## config.mk

```make
export PLATFORM = sky130hd
export DESIGN_NAME = pythagorean_triples_by_perimeter
export DESIGN_NICKNAME = d
export VERILOG_FILES = /design/src/sv/ptp_pkg.sv /design/src/sv/ptp_ctrl.sv /design/src/sv/ptp_datapath.sv /design/src/sv/pythagorean_triples_by_perimeter.sv
export SDC_FILE = /design/constraint.sdc
export NUM_CORES = 1
export LEC_CHECK = 0
export ABC_AREA = 1
export BUFFER_PORTS_ARGS = -buffer_cell sky130_fd_sc_hd__buf_2
export CAP_MARGIN = 10
export CELL_PAD_IN_SITES_DETAIL_PLACEMENT = 1
export CELL_PAD_IN_SITES_GLOBAL_PLACEMENT = 2
export CORE_ASPECT_RATIO = 0.75
export CORE_MARGIN = 5
export CORE_UTILIZATION = 35
export DETAILED_ROUTE_END_ITERATION = 8
export GPL_TIMING_DRIVEN = 0
export PLACE_DENSITY = 0.82
export SKIP_CTS_REPAIR_TIMING = 1
export SYNTH_ARGS = -nofsm -noshare
export SYNTH_HDL_FRONTEND = slang
export SYNTH_SLANG_ARGS = --single-unit
export TNS_END_PERCENT = 30
```

## constraint.sdc

```tcl
create_clock -name clk_i -period 25.1 [get_ports clk_i]
set_input_delay 5.02 -clock clk_i [delete_from_list [all_inputs] [get_ports clk_i]]
set_output_delay 5.02 -clock clk_i [all_outputs]
set_load 0.03 [all_outputs]
```

## src/sv/ptp_pkg.sv

```systemverilog
// ----------------------------------------------------------------------------
// ptp_pkg
// Shared types and defaults for the Pythagorean triple enumerator: default
// sizes, datapath operation codes and the command/status structs between
// the controller and the datapath.
// ----------------------------------------------------------------------------
`default_nettype none

package ptp_pkg;

  // Default sizes
  localparam int unsigned PTP_SIDE_WIDTH  = 16;
  localparam int unsigned PTP_MAX_TRIPLES = 64;

  // Dividend/divisor selection for the shared divider
  typedef enum logic {
    DIV_ROW  = 1'b0,  // perimeter / 2m
    DIV_PAIR = 1'b1   // row quotient / (m+n)
  } div_sel_e;

  // Operations of the shared multiplier, issued in this order
  typedef enum logic [2:0] {
    MUL_MM = 3'd0,  // m*m
    MUL_NN = 3'd1,  // n*n
    MUL_MN = 3'd2,  // m*n
    MUL_A  = 3'd3,  // k*(m*m - n*n)
    MUL_B  = 3'd4,  // k*(2*m*n)
    MUL_C  = 3'd5   // k*(m*m + n*n)
  } mul_op_e;

  // Controller to datapath
  typedef struct packed {
    logic     load_p;     // capture perimeter, start root search
    logic     sqrt_step;  // one root bit
    logic     div_start;  // load divider operands
    div_sel_e div_sel;
    logic     div_step;   // one quotient bit
    logic     q_load;     // keep row quotient
    logic     gcd_start;
    logic     gcd_step;
    logic     n_inc;
    logic     m_inc;      // next row, n back to 1
    logic     mul_en;
    mul_op_e  mul_op;
    logic     pend_load;  // new triple into the pending slot
    logic     out_load;   // fill the output register
    logic     out_empty;  // output the not-found item
    logic     out_last;
    logic     out_ovf;
  } ptp_cmd_t;

  // Datapath to controller
  typedef struct packed {
    logic sqrt_last;
    logic limit_lt2;
    logic m_at_limit;
    logic n_at_end;
    logic pair_odd;
    logic div_last;
    logic div_rem_zero;
    logic gcd_done;
    logic gcd_one;
    logic out_free;
  } ptp_stat_t;

endpackage

`default_nettype wire

```

## src/sv/ptp_ctrl.sv

```systemverilog
// ----------------------------------------------------------------------------
// ptp_ctrl
// Sequencer for the enumeration: root search, row and pair loops, the
// coprimality and divisibility checks, side computation and the hand-off of
// results through a one-deep pending slot.
// ----------------------------------------------------------------------------
`default_nettype none

module ptp_ctrl import ptp_pkg::*; #(
  parameter int unsigned MAX_TRIPLES = PTP_MAX_TRIPLES
) (
  input  wire logic      clk_i,
  input  wire logic      rst_ni,
  input  wire logic      in_valid_i,
  output logic           in_stall_o,
  input  wire ptp_stat_t stat_i,
  output ptp_cmd_t       cmd_o
);

  localparam int unsigned CntW = $clog2(MAX_TRIPLES + 1);

  typedef enum logic [14:0] {
    ST_IDLE      = 15'h0001,
    ST_SQRT      = 15'h0002,
    ST_ROW_START = 15'h0004,
    ST_ROW_DIV   = 15'h0008,
    ST_ROW_CHK   = 15'h0010,
    ST_PAIR_CHK  = 15'h0020,
    ST_GCD       = 15'h0040,
    ST_PAIR_DIV  = 15'h0080,
    ST_PAIR_EVAL = 15'h0100,
    ST_MUL       = 15'h0200,
    ST_PUSH      = 15'h0400,
    ST_NEXT_PAIR = 15'h0800,
    ST_NEXT_ROW  = 15'h1000,
    ST_FINISH    = 15'h2000,
    ST_OVF       = 15'h4000
  } ctl_state_e;

  ctl_state_e          state_q, state_d;
  logic [CntW-1:0]     count_q, count_d;
  mul_op_e             mul_op_q, mul_op_d;
  logic                has_pend;
  logic                at_max;

  // count covers the pending triple as well as those already sent
  assign has_pend = (count_q != '0);
  assign at_max   = (count_q == CntW'(MAX_TRIPLES));

  // Next state and commands
  always_comb begin
    cmd_o      = '0;
    in_stall_o = 1'b1;
    state_d    = state_q;
    count_d    = count_q;
    mul_op_d   = mul_op_q;
    case (state_q)
      ST_IDLE: begin
        in_stall_o = 1'b0;
        if (in_valid_i) begin
          cmd_o.load_p = 1'b1;
          count_d      = '0;
          state_d      = ST_SQRT;
        end
      end
      ST_SQRT: begin
        cmd_o.sqrt_step = 1'b1;
        if (stat_i.sqrt_last) begin
          state_d = ST_ROW_START;
        end
      end
      ST_ROW_START: begin
        if (stat_i.limit_lt2) begin
          state_d = ST_FINISH;
        end else begin
          cmd_o.div_start = 1'b1;
          cmd_o.div_sel   = DIV_ROW;
          state_d         = ST_ROW_DIV;
        end
      end
      ST_ROW_DIV: begin
        cmd_o.div_step = 1'b1;
        if (stat_i.div_last) begin
          state_d = ST_ROW_CHK;
        end
      end
      ST_ROW_CHK: begin
        // rows where 2m does not divide the perimeter hold no triple
        cmd_o.q_load = 1'b1;
        state_d      = stat_i.div_rem_zero ? ST_PAIR_CHK : ST_NEXT_ROW;
      end
      ST_PAIR_CHK: begin
        if (stat_i.pair_odd) begin
          cmd_o.gcd_start = 1'b1;
          state_d         = ST_GCD;
        end else begin
          state_d = ST_NEXT_PAIR;
        end
      end
      ST_GCD: begin
        if (stat_i.gcd_done) begin
          if (stat_i.gcd_one) begin
            cmd_o.div_start = 1'b1;
            cmd_o.div_sel   = DIV_PAIR;
            state_d         = ST_PAIR_DIV;
          end else begin
            state_d = ST_NEXT_PAIR;
          end
        end else begin
          cmd_o.gcd_step = 1'b1;
        end
      end
      ST_PAIR_DIV: begin
        cmd_o.div_step = 1'b1;
        if (stat_i.div_last) begin
          state_d = ST_PAIR_EVAL;
        end
      end
      ST_PAIR_EVAL: begin
        if (!stat_i.div_rem_zero) begin
          state_d = ST_NEXT_PAIR;
        end else if (at_max) begin
          state_d = ST_OVF;
        end else begin
          mul_op_d = MUL_MM;
          state_d  = ST_MUL;
        end
      end
      ST_MUL: begin
        cmd_o.mul_en = 1'b1;
        cmd_o.mul_op = mul_op_q;
        case (mul_op_q)
          MUL_MM:  mul_op_d = MUL_NN;
          MUL_NN:  mul_op_d = MUL_MN;
          MUL_MN:  mul_op_d = MUL_A;
          MUL_A:   mul_op_d = MUL_B;
          MUL_B:   mul_op_d = MUL_C;
          default: state_d  = ST_PUSH;
        endcase
      end
      ST_PUSH: begin
        // the older triple leaves only once a newer one proves it is not last
        if (!has_pend) begin
          cmd_o.pend_load = 1'b1;
          count_d         = count_q + CntW'(1);
          state_d         = ST_NEXT_PAIR;
        end else if (stat_i.out_free) begin
          cmd_o.out_load  = 1'b1;
          cmd_o.pend_load = 1'b1;
          count_d         = count_q + CntW'(1);
          state_d         = ST_NEXT_PAIR;
        end
      end
      ST_NEXT_PAIR: begin
        if (stat_i.n_at_end) begin
          state_d = ST_NEXT_ROW;
        end else begin
          cmd_o.n_inc = 1'b1;
          state_d     = ST_PAIR_CHK;
        end
      end
      ST_NEXT_ROW: begin
        if (stat_i.m_at_limit) begin
          state_d = ST_FINISH;
        end else begin
          cmd_o.m_inc = 1'b1;
          state_d     = ST_ROW_START;
        end
      end
      ST_FINISH: begin
        if (stat_i.out_free) begin
          cmd_o.out_load  = 1'b1;
          cmd_o.out_empty = !has_pend;
          cmd_o.out_last  = 1'b1;
          state_d         = ST_IDLE;
        end
      end
      ST_OVF: begin
        if (stat_i.out_free) begin
          cmd_o.out_load = 1'b1;
          cmd_o.out_last = 1'b1;
          cmd_o.out_ovf  = 1'b1;
          state_d        = ST_IDLE;
        end
      end
      default: begin
        state_d = ST_IDLE;
      end
    endcase
  end

  // State registers
  always_ff @(posedge clk_i or negedge rst_ni) begin
    if (!rst_ni) begin
      state_q  <= ST_IDLE;
      count_q  <= '0;
      mul_op_q <= MUL_MM;
    end else begin
      state_q  <= state_d;
      count_q  <= count_d;
      mul_op_q <= mul_op_d;
    end
  end

endmodule

`default_nettype wire

```

## src/sv/ptp_datapath.sv

```systemverilog
// ----------------------------------------------------------------------------
// ptp_datapath
// Datapath of the enumerator: bit-serial integer square root, restoring
// divider, binary GCD, shared multiplier, pending triple and the output
// register.
// ----------------------------------------------------------------------------
`default_nettype none

module ptp_datapath import ptp_pkg::*; #(
  parameter int unsigned SIDE_WIDTH = PTP_SIDE_WIDTH
) (
  input  wire logic                  clk_i,
  input  wire logic                  rst_ni,
  input  wire logic [SIDE_WIDTH-1:0] perimeter_i,
  input  wire ptp_cmd_t              cmd_i,
  output ptp_stat_t                  stat_o,
  output logic                       out_valid_o,
  input  wire logic                  out_stall_i,
  output logic [SIDE_WIDTH-1:0]      side_short_o,
  output logic [SIDE_WIDTH-1:0]      side_middle_o,
  output logic [SIDE_WIDTH-1:0]      side_long_o,
  output logic                       found_o,
  output logic                       overflow_o,
  output logic                       last_o
);

  localparam int unsigned SW  = SIDE_WIDTH;
  localparam int unsigned MW  = (SIDE_WIDTH + 1) / 2;  // holds m, n and the root
  localparam int unsigned DVW = MW + 1;                // divisor: 2m or m+n
  localparam int unsigned CW  = $clog2(SIDE_WIDTH);

  logic [SW-1:0]     p_q;
  logic [MW-1:0]     root_q, sbit_q, trial;
  logic [2*MW-1:0]   trial_sq, half_p;
  logic              root_fits;
  logic [MW-1:0]     m_q, n_q;
  logic [SW-1:0]     q_q;
  logic [DVW-1:0]    div_dsr_q, div_rem_q;
  logic [SW-1:0]     div_quo_q;
  logic [CW-1:0]     div_cnt_q;
  logic [DVW:0]      div_shift, div_diff;
  logic              div_ge;
  logic [MW-1:0]     ga_q, gb_q;
  logic [SW-1:0]     mul_x, mul_y;
  logic [2*SW-1:0]   mul_full;
  logic [SW-1:0]     mm_q, nn_q, mn_q, sa_q, sb_q, sc_q;
  logic [SW-1:0]     pend_short_q, pend_middle_q, pend_long_q;
  logic              out_valid_q;
  logic [SW-1:0]     out_short_q, out_middle_q, out_long_q;
  logic              out_found_q, out_ovf_q, out_last_q;
  logic              out_free;

  // Root search: one bit per cycle, trial square against floor(p/2)
  assign trial     = root_q | sbit_q;
  assign trial_sq  = (2 * MW)'(trial) * (2 * MW)'(trial);
  assign half_p    = (2 * MW)'(p_q >> 1);
  assign root_fits = (trial_sq <= half_p);

  // Restoring divider step
  assign div_shift = {div_rem_q, div_quo_q[SW-1]};
  assign div_ge    = (div_shift >= {1'b0, div_dsr_q});
  assign div_diff  = div_shift - {1'b0, div_dsr_q};

  // Multiplier operands; only the low side-width bits are kept
  always_comb begin
    case (cmd_i.mul_op)
      MUL_MM: begin
        mul_x = SW'(m_q);
        mul_y = SW'(m_q);
      end
      MUL_NN: begin
        mul_x = SW'(n_q);
        mul_y = SW'(n_q);
      end
      MUL_MN: begin
        mul_x = SW'(m_q);
        mul_y = SW'(n_q);
      end
      MUL_A: begin
        mul_x = div_quo_q;
        mul_y = mm_q - nn_q;
      end
      MUL_B: begin
        mul_x = div_quo_q;
        mul_y = {mn_q[SW-2:0], 1'b0};
      end
      MUL_C: begin
        mul_x = div_quo_q;
        mul_y = mm_q + nn_q;
      end
      default: begin
        mul_x = '0;
        mul_y = '0;
      end
    endcase
  end
  assign mul_full = (2 * SW)'(mul_x) * (2 * SW)'(mul_y);

  // Working registers
  always_ff @(posedge clk_i) begin
    if (cmd_i.load_p) begin
      p_q    <= perimeter_i;
      root_q <= '0;
      sbit_q <= {1'b1, {(MW-1){1'b0}}};
      m_q    <= MW'(2);
      n_q    <= MW'(1);
    end else begin
      if (cmd_i.sqrt_step) begin
        if (root_fits) begin
          root_q <= trial;
        end
        sbit_q <= sbit_q >> 1;
      end
      if (cmd_i.m_inc) begin
        m_q <= m_q + MW'(1);
        n_q <= MW'(1);
      end else if (cmd_i.n_inc) begin
        n_q <= n_q + MW'(1);
      end
    end

    // divider
    if (cmd_i.div_start) begin
      if (cmd_i.div_sel == DIV_ROW) begin
        div_dsr_q <= {m_q, 1'b0};
        div_quo_q <= p_q;
      end else begin
        div_dsr_q <= {1'b0, m_q} + {1'b0, n_q};
        div_quo_q <= q_q;
      end
      div_rem_q <= '0;
      div_cnt_q <= '0;
    end else if (cmd_i.div_step) begin
      div_rem_q <= div_ge ? div_diff[DVW-1:0] : div_shift[DVW-1:0];
      div_quo_q <= {div_quo_q[SW-2:0], div_ge};
      div_cnt_q <= div_cnt_q + CW'(1);
    end
    if (cmd_i.q_load) begin
      q_q <= div_quo_q;
    end

    // binary GCD; one operand is odd, so factors of two are dropped freely
    if (cmd_i.gcd_start) begin
      ga_q <= m_q;
      gb_q <= n_q;
    end else if (cmd_i.gcd_step) begin
      if (!ga_q[0]) begin
        ga_q <= ga_q >> 1;
      end else if (!gb_q[0]) begin
        gb_q <= gb_q >> 1;
      end else if (ga_q > gb_q) begin
        ga_q <= ga_q - gb_q;
      end else begin
        gb_q <= gb_q - ga_q;
      end
    end

    // multiplier results
    if (cmd_i.mul_en) begin
      case (cmd_i.mul_op)
        MUL_MM:  mm_q <= mul_full[SW-1:0];
        MUL_NN:  nn_q <= mul_full[SW-1:0];
        MUL_MN:  mn_q <= mul_full[SW-1:0];
        MUL_A:   sa_q <= mul_full[SW-1:0];
        MUL_B:   sb_q <= mul_full[SW-1:0];
        MUL_C:   sc_q <= mul_full[SW-1:0];
        default: sc_q <= sc_q;
      endcase
    end

    // pending triple, legs sorted
    if (cmd_i.pend_load) begin
      pend_short_q  <= (sb_q < sa_q) ? sb_q : sa_q;
      pend_middle_q <= (sb_q < sa_q) ? sa_q : sb_q;
      pend_long_q   <= sc_q;
    end

    // output payload
    if (cmd_i.out_load) begin
      out_short_q  <= cmd_i.out_empty ? '0 : pend_short_q;
      out_middle_q <= cmd_i.out_empty ? '0 : pend_middle_q;
      out_long_q   <= cmd_i.out_empty ? '0 : pend_long_q;
      out_found_q  <= !cmd_i.out_empty;
      out_ovf_q    <= cmd_i.out_ovf;
      out_last_q   <= cmd_i.out_last;
    end
  end

  // Output valid
  always_ff @(posedge clk_i or negedge rst_ni) begin
    if (!rst_ni) begin
      out_valid_q <= 1'b0;
    end else if (cmd_i.out_load) begin
      out_valid_q <= 1'b1;
    end else if (!out_stall_i) begin
      out_valid_q <= 1'b0;
    end
  end

  assign out_free = !out_valid_q || !out_stall_i;

  // Status
  assign stat_o.sqrt_last    = sbit_q[0];
  assign stat_o.limit_lt2    = (root_q < MW'(2));
  assign stat_o.m_at_limit   = (m_q == root_q);
  assign stat_o.n_at_end     = (n_q == (m_q - MW'(1)));
  assign stat_o.pair_odd     = m_q[0] ^ n_q[0];
  assign stat_o.div_last     = (div_cnt_q == CW'(SW - 1));
  assign stat_o.div_rem_zero = (div_rem_q == '0);
  assign stat_o.gcd_done     = (ga_q == gb_q);
  assign stat_o.gcd_one      = (ga_q == MW'(1));
  assign stat_o.out_free     = out_free;

  assign out_valid_o   = out_valid_q;
  assign side_short_o  = out_short_q;
  assign side_middle_o = out_middle_q;
  assign side_long_o   = out_long_q;
  assign found_o       = out_found_q;
  assign overflow_o    = out_ovf_q;
  assign last_o        = out_last_q;

endmodule

`default_nettype wire

```

## src/sv/pythagorean_triples_by_perimeter.sv

```systemverilog
// Steps: a bit-serial root search, then per row m a division by 2m; rows where
// 2m divides the perimeter add per odd pair a GCD, for a coprime pair a
// division by m+n and, for a hit, the six products and the push.
// One perimeter at a time: a new item is taken once the final result sits in
// the output register.
// Reset is asynchronous; it clears the controller and output valid only.
// ----------------------------------------------------------------------------
// pythagorean_triples_by_perimeter
// Lists every integer right triangle of a given perimeter via Euclid's
// generator pairs, in order of m then n, with last and overflow flags.
// ----------------------------------------------------------------------------
`default_nettype none

module pythagorean_triples_by_perimeter import ptp_pkg::*; #(
  parameter int unsigned SIDE_WIDTH  = PTP_SIDE_WIDTH,
  parameter int unsigned MAX_TRIPLES = PTP_MAX_TRIPLES
) (
  input  wire logic                  clk_i,
  input  wire logic                  rst_ni,
  input  wire logic                  in_valid_i,
  output logic                       in_stall_o,
  input  wire logic [SIDE_WIDTH-1:0] perimeter_i,
  output logic                       out_valid_o,
  input  wire logic                  out_stall_i,
  output logic [SIDE_WIDTH-1:0]      side_short_o,
  output logic [SIDE_WIDTH-1:0]      side_middle_o,
  output logic [SIDE_WIDTH-1:0]      side_long_o,
  output logic                       found_o,
  output logic                       overflow_o,
  output logic                       last_o
);

  ptp_cmd_t  cmd;
  ptp_stat_t stat;

  // Sequencer
  ptp_ctrl #(
    .MAX_TRIPLES(MAX_TRIPLES)
  ) u_ctrl (
    .clk_i     (clk_i),
    .rst_ni    (rst_ni),
    .in_valid_i(in_valid_i),
    .in_stall_o(in_stall_o),
    .stat_i    (stat),
    .cmd_o     (cmd)
  );

  // Arithmetic and result registers
  ptp_datapath #(
    .SIDE_WIDTH(SIDE_WIDTH)
  ) u_datapath (
    .clk_i        (clk_i),
    .rst_ni       (rst_ni),
    .perimeter_i  (perimeter_i),
    .cmd_i        (cmd),
    .stat_o       (stat),
    .out_valid_o  (out_valid_o),
    .out_stall_i  (out_stall_i),
    .side_short_o (side_short_o),
    .side_middle_o(side_middle_o),
    .side_long_o  (side_long_o),
    .found_o      (found_o),
    .overflow_o   (overflow_o),
    .last_o       (last_o)
  );

  // Checks
  a_busy_after_accept: assert property (@(posedge clk_i) disable iff (!rst_ni)
    (in_valid_i && !in_stall_o) |=> in_stall_o)
    else $error("input taken while enumeration runs");

  a_load_when_free: assert property (@(posedge clk_i) disable iff (!rst_ni)
    cmd.out_load |-> stat.out_free)
    else $error("output register overwritten");

  a_empty_is_last: assert property (@(posedge clk_i) disable iff (!rst_ni)
    (out_valid_o && !found_o) |-> (last_o && !overflow_o))
    else $error("not-found item without last");

  a_overflow_is_last: assert property (@(posedge clk_i) disable iff (!rst_ni)
    (out_valid_o && overflow_o) |-> last_o)
    else $error("overflow on a non-final item");

  a_sides_sorted: assert property (@(posedge clk_i) disable iff (!rst_ni)
    (out_valid_o && found_o) |->
      ((side_short_o < side_middle_o) && (side_middle_o < side_long_o)))
    else $error("triple sides out of order");

endmodule

`default_nettype wire
```

# After elaboration in Yosys (flattened, before gate mapping)
# Index checks and enable logic that the tools add are counted.
# totals
latch_bits,0
ff_bits,338
out_inout_bits,53
mem_bits_ro,0
ramBits,0
inputBits,20
memories,0
# op_classes
n_addsub,11
muxes,75
n_bitwise,2
eq_ne,45
div_mod_pow,0
order_cmp,5
shifts,0
mul,2
reduce_logical,34
# op_table
op,count
case mux 15 bit (14 select lines),1
two-way mux 15 bit,11
two-way mux 16 bit,5
two-way mux 8 bit,10
case mux 16 bit (5 select lines),1
case mux 16 bit (3 select lines),1
two-way mux 14 bit,2
two-way mux 13 bit,2
equality test 8 bit,3
two-way mux 12 bit,2
two-way mux 1 bit,21
two-way mux 7 bit,3
two-way mux 9 bit,2
adder 16 bit,1
"adder 8 x 1 -> 8 bit, second input constant",2
<= comparator 16 x 15 -> 1 bit,1
< comparator 16 bit,1
multiplier 16 x 16 -> 16 bit,1
multiplier 8 x 8 -> 16 bit,1
AND reduction 2 bit,8
subtractor 16 bit,1
subtractor 8 bit,2
"equality test 15 x 1 -> 1 bit, second input constant",1
"equality test 15 x 10 -> 1 bit, second input constant",1
other kinds (55),90

# Longest topological paths before layout
# Gate-level depths: netlist of the first run.
# logic_depth
depth_word,6
mapped_depth,50
ltp_nobuf,50

# Cells and area by module
# Synthesis of the first run repeated with hierarchy kept, for this count alone.
# unflattened
cells_unflattened,2577
area_unflattened_um2,22870.7
# modules_own_cells
mod,instances,cells_each,seq_area_each_um2,area_per_inst_um2
ptp_datapath,1,2296,8943.6,20965.1
ptp_ctrl,1,281,626.9,1905.6

# Worst setup path after synthesis of the first run
# No wires, ideal clock.
# synth_timing
path_type,input to register
startpoint,input port out_stall_i
endpoint,register u_ctrl.count_q[6]
path_buffers,0
path_stages,9
t_arrival_ns,8.618
required_time_ns,24.977
slack_ns,16.358
cell_sequence,nand2_1 > clkinv_1 > a21oi_1 > or2_1 > nand3_1 > nor3_1 > nand2_1 > o21ai_0 > a21oi_1
# synth_via
elab_chain_len,4
# synth_lines
item,line,source
"start, declared",pythagorean_triples_by_perimeter.sv:24,"input wire logic out_stall_i,"
logical NOT 1 bit,n/a,
logical OR 1 bit,ptp_datapath.sv:200,assign out_free = !out_valid_q || !out_stall_i;
inequality test 3 x 2 -> 1 bit (no source line),n/a,
AND reduction 3 bit (no source line),n/a,
"end signal, assigned",ptp_ctrl.sv:200,count_q <= count_d;
"end, declared",ptp_ctrl.sv:41,"logic [CntW-1:0] count_q, count_d;"
# No other way between the ends.
# A chain may end at the register's enable or synchronous reset.

# Worst setup path in the final report of the first run
# layout_timing
startpoint,register u_ctrl.state_q[13]
endpoint,register u_datapath.sa_q[15] (data pin)
# layout_via
elab_chain_len,6
word_cells_on_any_way,14
# layout_lines
item,line,source
"start, declared",ptp_ctrl.sv:40,"ctl_state_e state_q, state_d;"
"start signal, assigned",ptp_ctrl.sv:199,state_q <= state_d;
equality test 15 x 10 -> 1 bit (*),ptp_ctrl.sv:57,case (state_q)
two-way mux 4 bit (*),ptp_ctrl.sv:57,
equality test 3 x 2 -> 1 bit (tied with other cells),ptp_datapath.sv:66,case (cmd_i.mul_op)
OR reduction 3 bit (no source line) / OR reduction 2 bit (equally long branches),n/a,
case mux 16 bit (3 select lines) / case mux 16 bit (5 select lines) (equally long branches),ptp_datapath.sv:66,
multiplier 16 x 16 -> 16 bit (*),ptp_datapath.sv:97,assign mul_full = (2 * SW)'(mul_x) * (2 * SW)'(mul_y);
net u_datapath.mul_full[15],ptp_datapath.sv:45,logic [2*SW-1:0] mul_full;
"end signal, assigned",ptp_datapath.sv:164,MUL_A: sa_q <= mul_full[SW-1:0];
"end, declared",ptp_datapath.sv:46,"logic [SW-1:0] mm_q, nn_q, mn_q, sa_q, sb_q, sc_q;"
# Mark *: on every way through the listed nets, which the timed path passes. The rest lies on a longest branch.

==> results of run 1 <==
## synthesized netlist by cell type (27+ instances only)
cell	count
a21oi_1	118
clkbuf_1	27
dfxtp_1	45
edfxtp_1	267
fa_1	110
ha_1	160
inv_1	493
nand2_1	456
nand3_1	72
nor2_1	291
nor3_1	39
o21ai_0	90
xor2_1	62
## power by group through the flow
stage                     sequential (mW)  clock [mW]  combinational [mW]
final                               0.641       0.571               0.291
after global routing                0.643       0.608               0.329
after CTS                           0.641       0.584               0.292
after detailed placement            0.652           0               0.289
after global placement              0.652           0               0.275
after floorplan                     0.648           0               0.198
## routing by layer
layer  wire (µm)  up-vias
li1            -     8387
met2       27900      336
met4         822        0
met5           0        -
met3        3260       58
met1       32200     8609
## sequential cells by signal (all words and copies together), names as in the netlist, 9 cells and up
register / count
u_ctrl.state_q: 15
u_datapath.div_dsr_q: 9
u_datapath.div_quo_q: 16
u_datapath.div_rem_q: 9
u_datapath.mm_q: 16
u_datapath.mn_q: 15
u_datapath.nn_q: 16
u_datapath.p_q: 16
u_datapath.pend_long_q: 16
u_datapath.pend_middle_q: 16
u_datapath.pend_short_q: 16
u_datapath.q_q: 16
u_datapath.sa_q: 16
u_datapath.sb_q: 16
u_datapath.sc_q: 16
u_datapath.side_long_o: 16
u_datapath.side_middle_o: 16
u_datapath.side_short_o: 16
## worst paths after layout
check,from,end,slack (ns),cells after the start
setup / recovery,u_ctrl.state_q[13]$_DFFE_PN0P_,u_datapath.sa_q[15]$_DFFE_PP_,15.20,47
hold / removal,u_datapath.sc_q[8]$_DFFE_PP_,u_datapath.pend_long_q[8]$_DFFE_PP_,0.42,0
setup reg to reg,u_ctrl.state_q[13]$_DFFE_PN0P_,u_datapath.sa_q[15]$_DFFE_PP_,15.20,47
hold reg to reg,u_datapath.sc_q[8]$_DFFE_PP_,u_datapath.pend_long_q[8]$_DFFE_PP_,0.42,0
max in group asynchronous,rst_ni,u_ctrl.state_q[11]$_DFFE_PN0P_,20.21,1
min in group asynchronous,rst_ni,u_ctrl.state_q[1]$_DFFE_PN0P_,4.48,1
## logic make-up after synthesis
| group | synth area share (%) |
|---|---|
| adder cells (fa/ha/maj) | 18.5 |
| AO/OA/AOI/OAI | 8.35 |
| AND/OR/NAND/NOR | 18.8 |
| XOR/XNOR | 3.01 |
| buffers and inverters | 9.25 |
| flip-flops | 42.1 |
## cell type report
| class | instances | share of cell area (%) |
|---|---|---|
| timing repair buffer | 75 | 1.63 |
| tap | 861 | 4.23 |
| clock buffer | 53 | 4.35 |
| multi-input combinational | 1634 | 43.4 |
| clock inverter | 16 | 0.609 |
| buffer | 36 | 0.643 |
| inverter | 516 | 7.60 |
| sequential | 338 | 37.5 |
==> impl_metrics.csv, run 1 <==
group,metric,value,unit
timing,hold_viol_final,0,
clocking,h-tree-depth,2,
logic_synthesis,avgSynthCellArea,9.00,µm²
routing,detail_route.drc_violations,0,
global_routing,top_usage_layer,"met2",
worst_setup_path,worstPathArrival,10.15,ns
worst_setup_path,cpMostUsedCell,"nand2_1",
global_routing,antenna_found_initial,0,
floorplan,core,64000,µm²
floorplan,ioPinCount,73,
clocking,clkLatencyLatePin,0.56,ns
layout,area_growth,12.2,%
timing,fin_ws,15.20,ns
logic_synthesis,synth_area_leaders,"edfxtp_1 35%, fa_1 9.7%, ha_1 8.8%, inv_1 8.1%, nand2_1 7.5%",
placed_design,gp_congestion,0.886,
layout,postLayoutCellArea,25500,µm²
worst_setup_path,cp_top_family,"adder cells",
pwr,internal_power,1.05,mW
logic_synthesis,ys.flop_type,"edfxtp_1",
global_routing,met1_usage,27.0,%
global_routing,grt_util_met3,2.84,%
clocking,clock-sinks,338,
layout,antennaDiodeCount,0,
routing,dr.pass1.iters,5,
timing,rsz0062_at_grt,"false",
worst_setup_path,worst-path-buf-inv,10,
clocking,cts_tree,"built",
logic_synthesis,yosys.area.top_type,"edfxtp_1",
clocking,numCtsBuffers,38,
floorplan,die_y,231,µm
timing,relSlewSlack,18.9,%
layout,layout_common_cells,"493 x inv_1, 456 x nand2_1, 290 x nor2_1",
timing,whs,0.417,ns
worst_setup_path,max_stage_delay,0.66,ns
pwr,p_sw_share,30.4,%
global_routing,track_usage,18.1,%
placed_design,dp_cells,3460,
placed_design,dp_hpwl,51000,µm
flow_run,drv_cap,0,
logic_synthesis,synth_edf_count,267,
layout,instances_no_fill,3529,
layout,layout.core_utilization,39.9,%
layout,fill_cells,7472,
routing,vias,17390,
floorplan,dieArea,70200,µm²
pwr,combPwrFrac,19.4,%
timing,fin_crit,9.90,ns
layout,layout_commonest_cell,"inv_1",
timing,period_share,39.4,%
global_routing,grt_pass1_wl,103000,µm
global_routing,gr-total-overflow,0,
global_routing,first_global_vias,18479,
pwr,peakVddDrop,0.0000432,V
routing,wl_per_cell,18.2,µm
timing,setup_viol,0,
worst_setup_path,cp-end-kind,"flip-flop",
run_status,status,"finished clean",
worst_setup_path,worstSetupPathType,"flip-flop to flip-flop",
floorplan,chipWidth,304,µm
logic_synthesis,synth_top_area_share,35.3,%
layout,nNetsFinal,2929,
routing,routed_wl,64100,µm
timing,finClkSkew,0.0208,ns
clocking,clock_path_buffers,3,
logic_synthesis,synth_cell_types,67,
global_routing,grt_max_degree,40,
pwr,totalPowerFinal,1.50,mW
routing,drt_iter0_drc,1011,
clocking,clockRootBuffer,"clkbuf_16",
layout,regArea,9570,µm²
pwr,p_leak,11.6,nW
pwr,seqPwrFrac,42.6,%
logic_synthesis,synth_nets,2814,
layout,multi_input_area,11100,µm²
logic_synthesis,synthArstFlopShare,7.69,%
pwr,powerDensity,59.0,nW/µm²
worst_setup_path,critPathLaunchType,"flip-flop",
logic_synthesis,synth_cells,2524,
logic_synthesis,seq_area_frac_synth,42.1,%
logic_synthesis,synth_warnings,0,
placed_design,post-place-ws,15.22,ns
layout,drive_above_1_share,8.36,%
worst_setup_path,cp_max_fo,21,
floorplan,start_util,35.5,%
global_routing,grtUsageMet2,28.4,%
placed_design,port-buffer-count,72,
worst_setup_path,required,25.35,ns
pwr,pwr-share-clk,38.0,%
pwr,p_sw,0.457,mW
routing,post_drt_via_cell_ratio,4.93,
timing,max_freq,101,MHz
routing,ant_nets,0,
timing,tightest_slew,1.21,ns
placed_design,placed_area,24200,µm²
logic_synthesis,ys_ff_latch,338,
floorplan,rows,80,
worst_setup_path,cp_slowest_cell,"inv_1",
timing,drv_slew,0,
clocking,clkSlewWorstSetupHoldPaths,0.06,ns
timing,setup-tns-final,0,ns
logic_synthesis,syn-cell-area,22700,µm²
min_path,min_path_type,"flip-flop to flip-flop",
Power figures use the tool's default switching activity.
==> inputs of run 2 (changes only) <==
- PLACE_DENSITY: 0.82 -> 0.85
- clock period: 25.1 -> 8.8 ns (I/O delays scaled with it)
==> run 2 against run 1 <==
Effect of this change:
- maximum frequency increased by 19%
- final area increased by 1.0%
- critical path type unchanged
- clock power increased to 2.9 times the previous value
- sequential cell count unchanged
- routed wire length increased by 1.0%
- highest routed layer unchanged
- count of clock-buffer cells in the layout decreased by 7
==> impl_metrics.csv, run 2 (synthesis results as in run 1) <==
group,metric,value,unit
global_routing,gr-total-overflow,0,
pwr,peakVddDrop,0.000135,V
timing,hold_viol_final,0,
placed_design,dp_hpwl,51400,µm
worst_setup_path,required,8.97,ns
pwr,seqPwrFrac,42.6,%
floorplan,start_util,35.5,%
pwr,totalPowerFinal,4.30,mW
worst_setup_path,critPathLaunchType,"flip-flop",
timing,finClkSkew,0.0279,ns
floorplan,dieArea,70200,µm²
min_path,worst_hold_startpoint,"u_datapath.sc_q[2]$_DFFE_PP_",
timing,relSlewSlack,18.2,%
pwr,internal_power,3.02,mW
clocking,clkLatencyLatePin,0.56,ns
placed_design,port-buffer-count,72,
worst_setup_path,rrSetupSlack,0.47,ns
routing,routed_wl,64800,µm
worst_setup_path,max_stage_delay,0.97,ns
placed_design,post-place-ws,-1.04,ns
routing,vias,17584,
layout,area_growth,13.4,%
worst_setup_path,worstPathArrival,8.50,ns
worst_setup_path,cp_top_family,"adder cells",
pwr,p_sw,1.28,mW
layout,regArea,9570,µm²
global_routing,grt_max_degree,40,
timing,period_share,94.7,%
worst_setup_path,startpoint,"u_ctrl.state_q[6]$_DFFE_PN0P_",
worst_setup_path,reg2reg_to,"u_datapath.mn_q[12]$_DFFE_PP_",
floorplan,chipWidth,304,µm
timing,fin_ws,0.466,ns
worst_setup_path,cp-end-kind,"flip-flop",
pwr,p_sw_share,29.8,%
timing,setup_viol,0,
timing,max_freq,120,MHz
pwr,combPwrFrac,19.4,%
clocking,clock-sinks,338,
floorplan,core,64000,µm²
timing,setup-tns-final,0,ns
flow_run,drv_cap,0,
clocking,h-tree-depth,2,
floorplan,rows,80,
worst_setup_path,worst-path-buf-inv,9,
min_path,worstHoldEndpoint,"u_datapath.pend_long_q[2]$_DFFE_PP_",
routing,drt_iter0_drc,915,
clocking,clkSlewWorstSetupHoldPaths,0.06,ns
global_routing,antenna_found_initial,1,
worst_setup_path,regToRegStartpoint,"u_ctrl.state_q[6]$_DFFE_PN0P_",
global_routing,first_global_vias,18707,
clocking,numCtsBuffers,37,
min_path,min_path_type,"flip-flop to flip-flop",
pwr,p_leak,11.6,nW
routing,detail_route.drc_violations,0,
worst_setup_path,worstSetupPathType,"flip-flop to flip-flop",
global_routing,grt_pass1_wl,104000,µm
timing,drv_slew,0,
min_path,worstHoldPathCells,0,
layout,layout_commonest_cell,"inv_1",
global_routing,track_usage,18.3,%
pwr,pwr-share-clk,38.0,%
floorplan,die_y,231,µm
layout,antennaDiodeCount,0,
layout,multi_input_area,11200,µm²
routing,ant_nets,0,
routing,wl_per_cell,18.3,µm
pwr,powerDensity,167,nW/µm²
clocking,clock_path_buffers,3,
layout,layout_common_cells,"491 x inv_1, 456 x nand2_1, 285 x nor2_1",
routing,post_drt_via_cell_ratio,4.97,
layout,nNetsFinal,2944,
timing,fin_crit,8.33,ns
timing,whs,0.410,ns
placed_design,gp_congestion,0.905,
clocking,cts_tree,"built",
worst_setup_path,cp_max_fo,10,
worst_setup_path,cp_slowest_cell,"xor2_1",
worst_setup_path,worst_r2r_path_depth,33,
timing,tightest_slew,1.22,ns
routing,dr.pass1.iters,5,
layout,fill_cells,7464,
clocking,clockRootBuffer,"clkbuf_16",
layout,drive_above_1_share,9.56,%
floorplan,ioPinCount,73,
run_status,status,"finished clean",
run 2: power by group through the flow:
| stage | Clock (mW) | Sequential [mW] | Combinational (mW) |
|---|---|---|---|
| finish | 1.63 | 1.83 | 0.836 |
| global route | 1.74 | 1.83 | 0.944 |
| CTS | 1.67 | 1.83 | 0.838 |
| detailed placement | 0 | 1.86 | 0.827 |
| global placement | 0 | 1.86 | 0.786 |
| floorplan | 0 | 1.85 | 0.566 |
run 2: metrics by stage:
| stage | instance area (µm²) | std cells | utilization [%] |
|---|---|---|---|
| final | 25800 | 3540 | 40.3 |
| after global routing | 25800 | 3540 | 40.3 |
| after CTS | 25500 | 3524 | 39.9 |
| after detailed placement | 24200 | 3460 | 37.9 |
| after global placement | 24200 | 3457 | 37.8 |
| after floorplan | 22700 | 2524 | - |
run 2: final cells by class:
type                    count  share of cell area (%)
flip-flops and latches    338                    37.2
well taps                 861                    4.18
multi-input cells        1634                    43.5
clock inverters            18                    1.12
repair inverters            1                  0.0194
inverters                 516                    7.54
repair buffers             90                    2.05
clock buffers              46                    3.81
plain buffers              36                   0.651
run 2: worst max-delay path by stage:
stage | endpoint | cells past startpoint
6_report | u_datapath.mn_q[12]$_DFFE_PP_ | 33
4_1_cts | u_datapath.nn_q[15]$_DFFE_PP_ | 48
3_3_place_gp | u_datapath.sc_q[15]$_DFFE_PP_ | 47
3_5_place_dp | u_datapath.sa_q[15]$_DFFE_PP_ | 47
5_1_grt | u_datapath.mm_q[15]$_DFFE_PP_ | 47
2_1_floorplan | u_datapath.mm_q[15]$_DFFE_PP_ | 45
run 2: routing by layer:
metal  vias up  global-route usage [%]  wire (µm)  part of all wire, %
met2       334                    29.2      28800                   44
met5         -                       0          0                    0
li1       8437                       -          -                    -
met4         0                    2.75        857                  1.3
met3        58                    3.05       3470                  5.3
met1      8755                    26.8      31700                   49
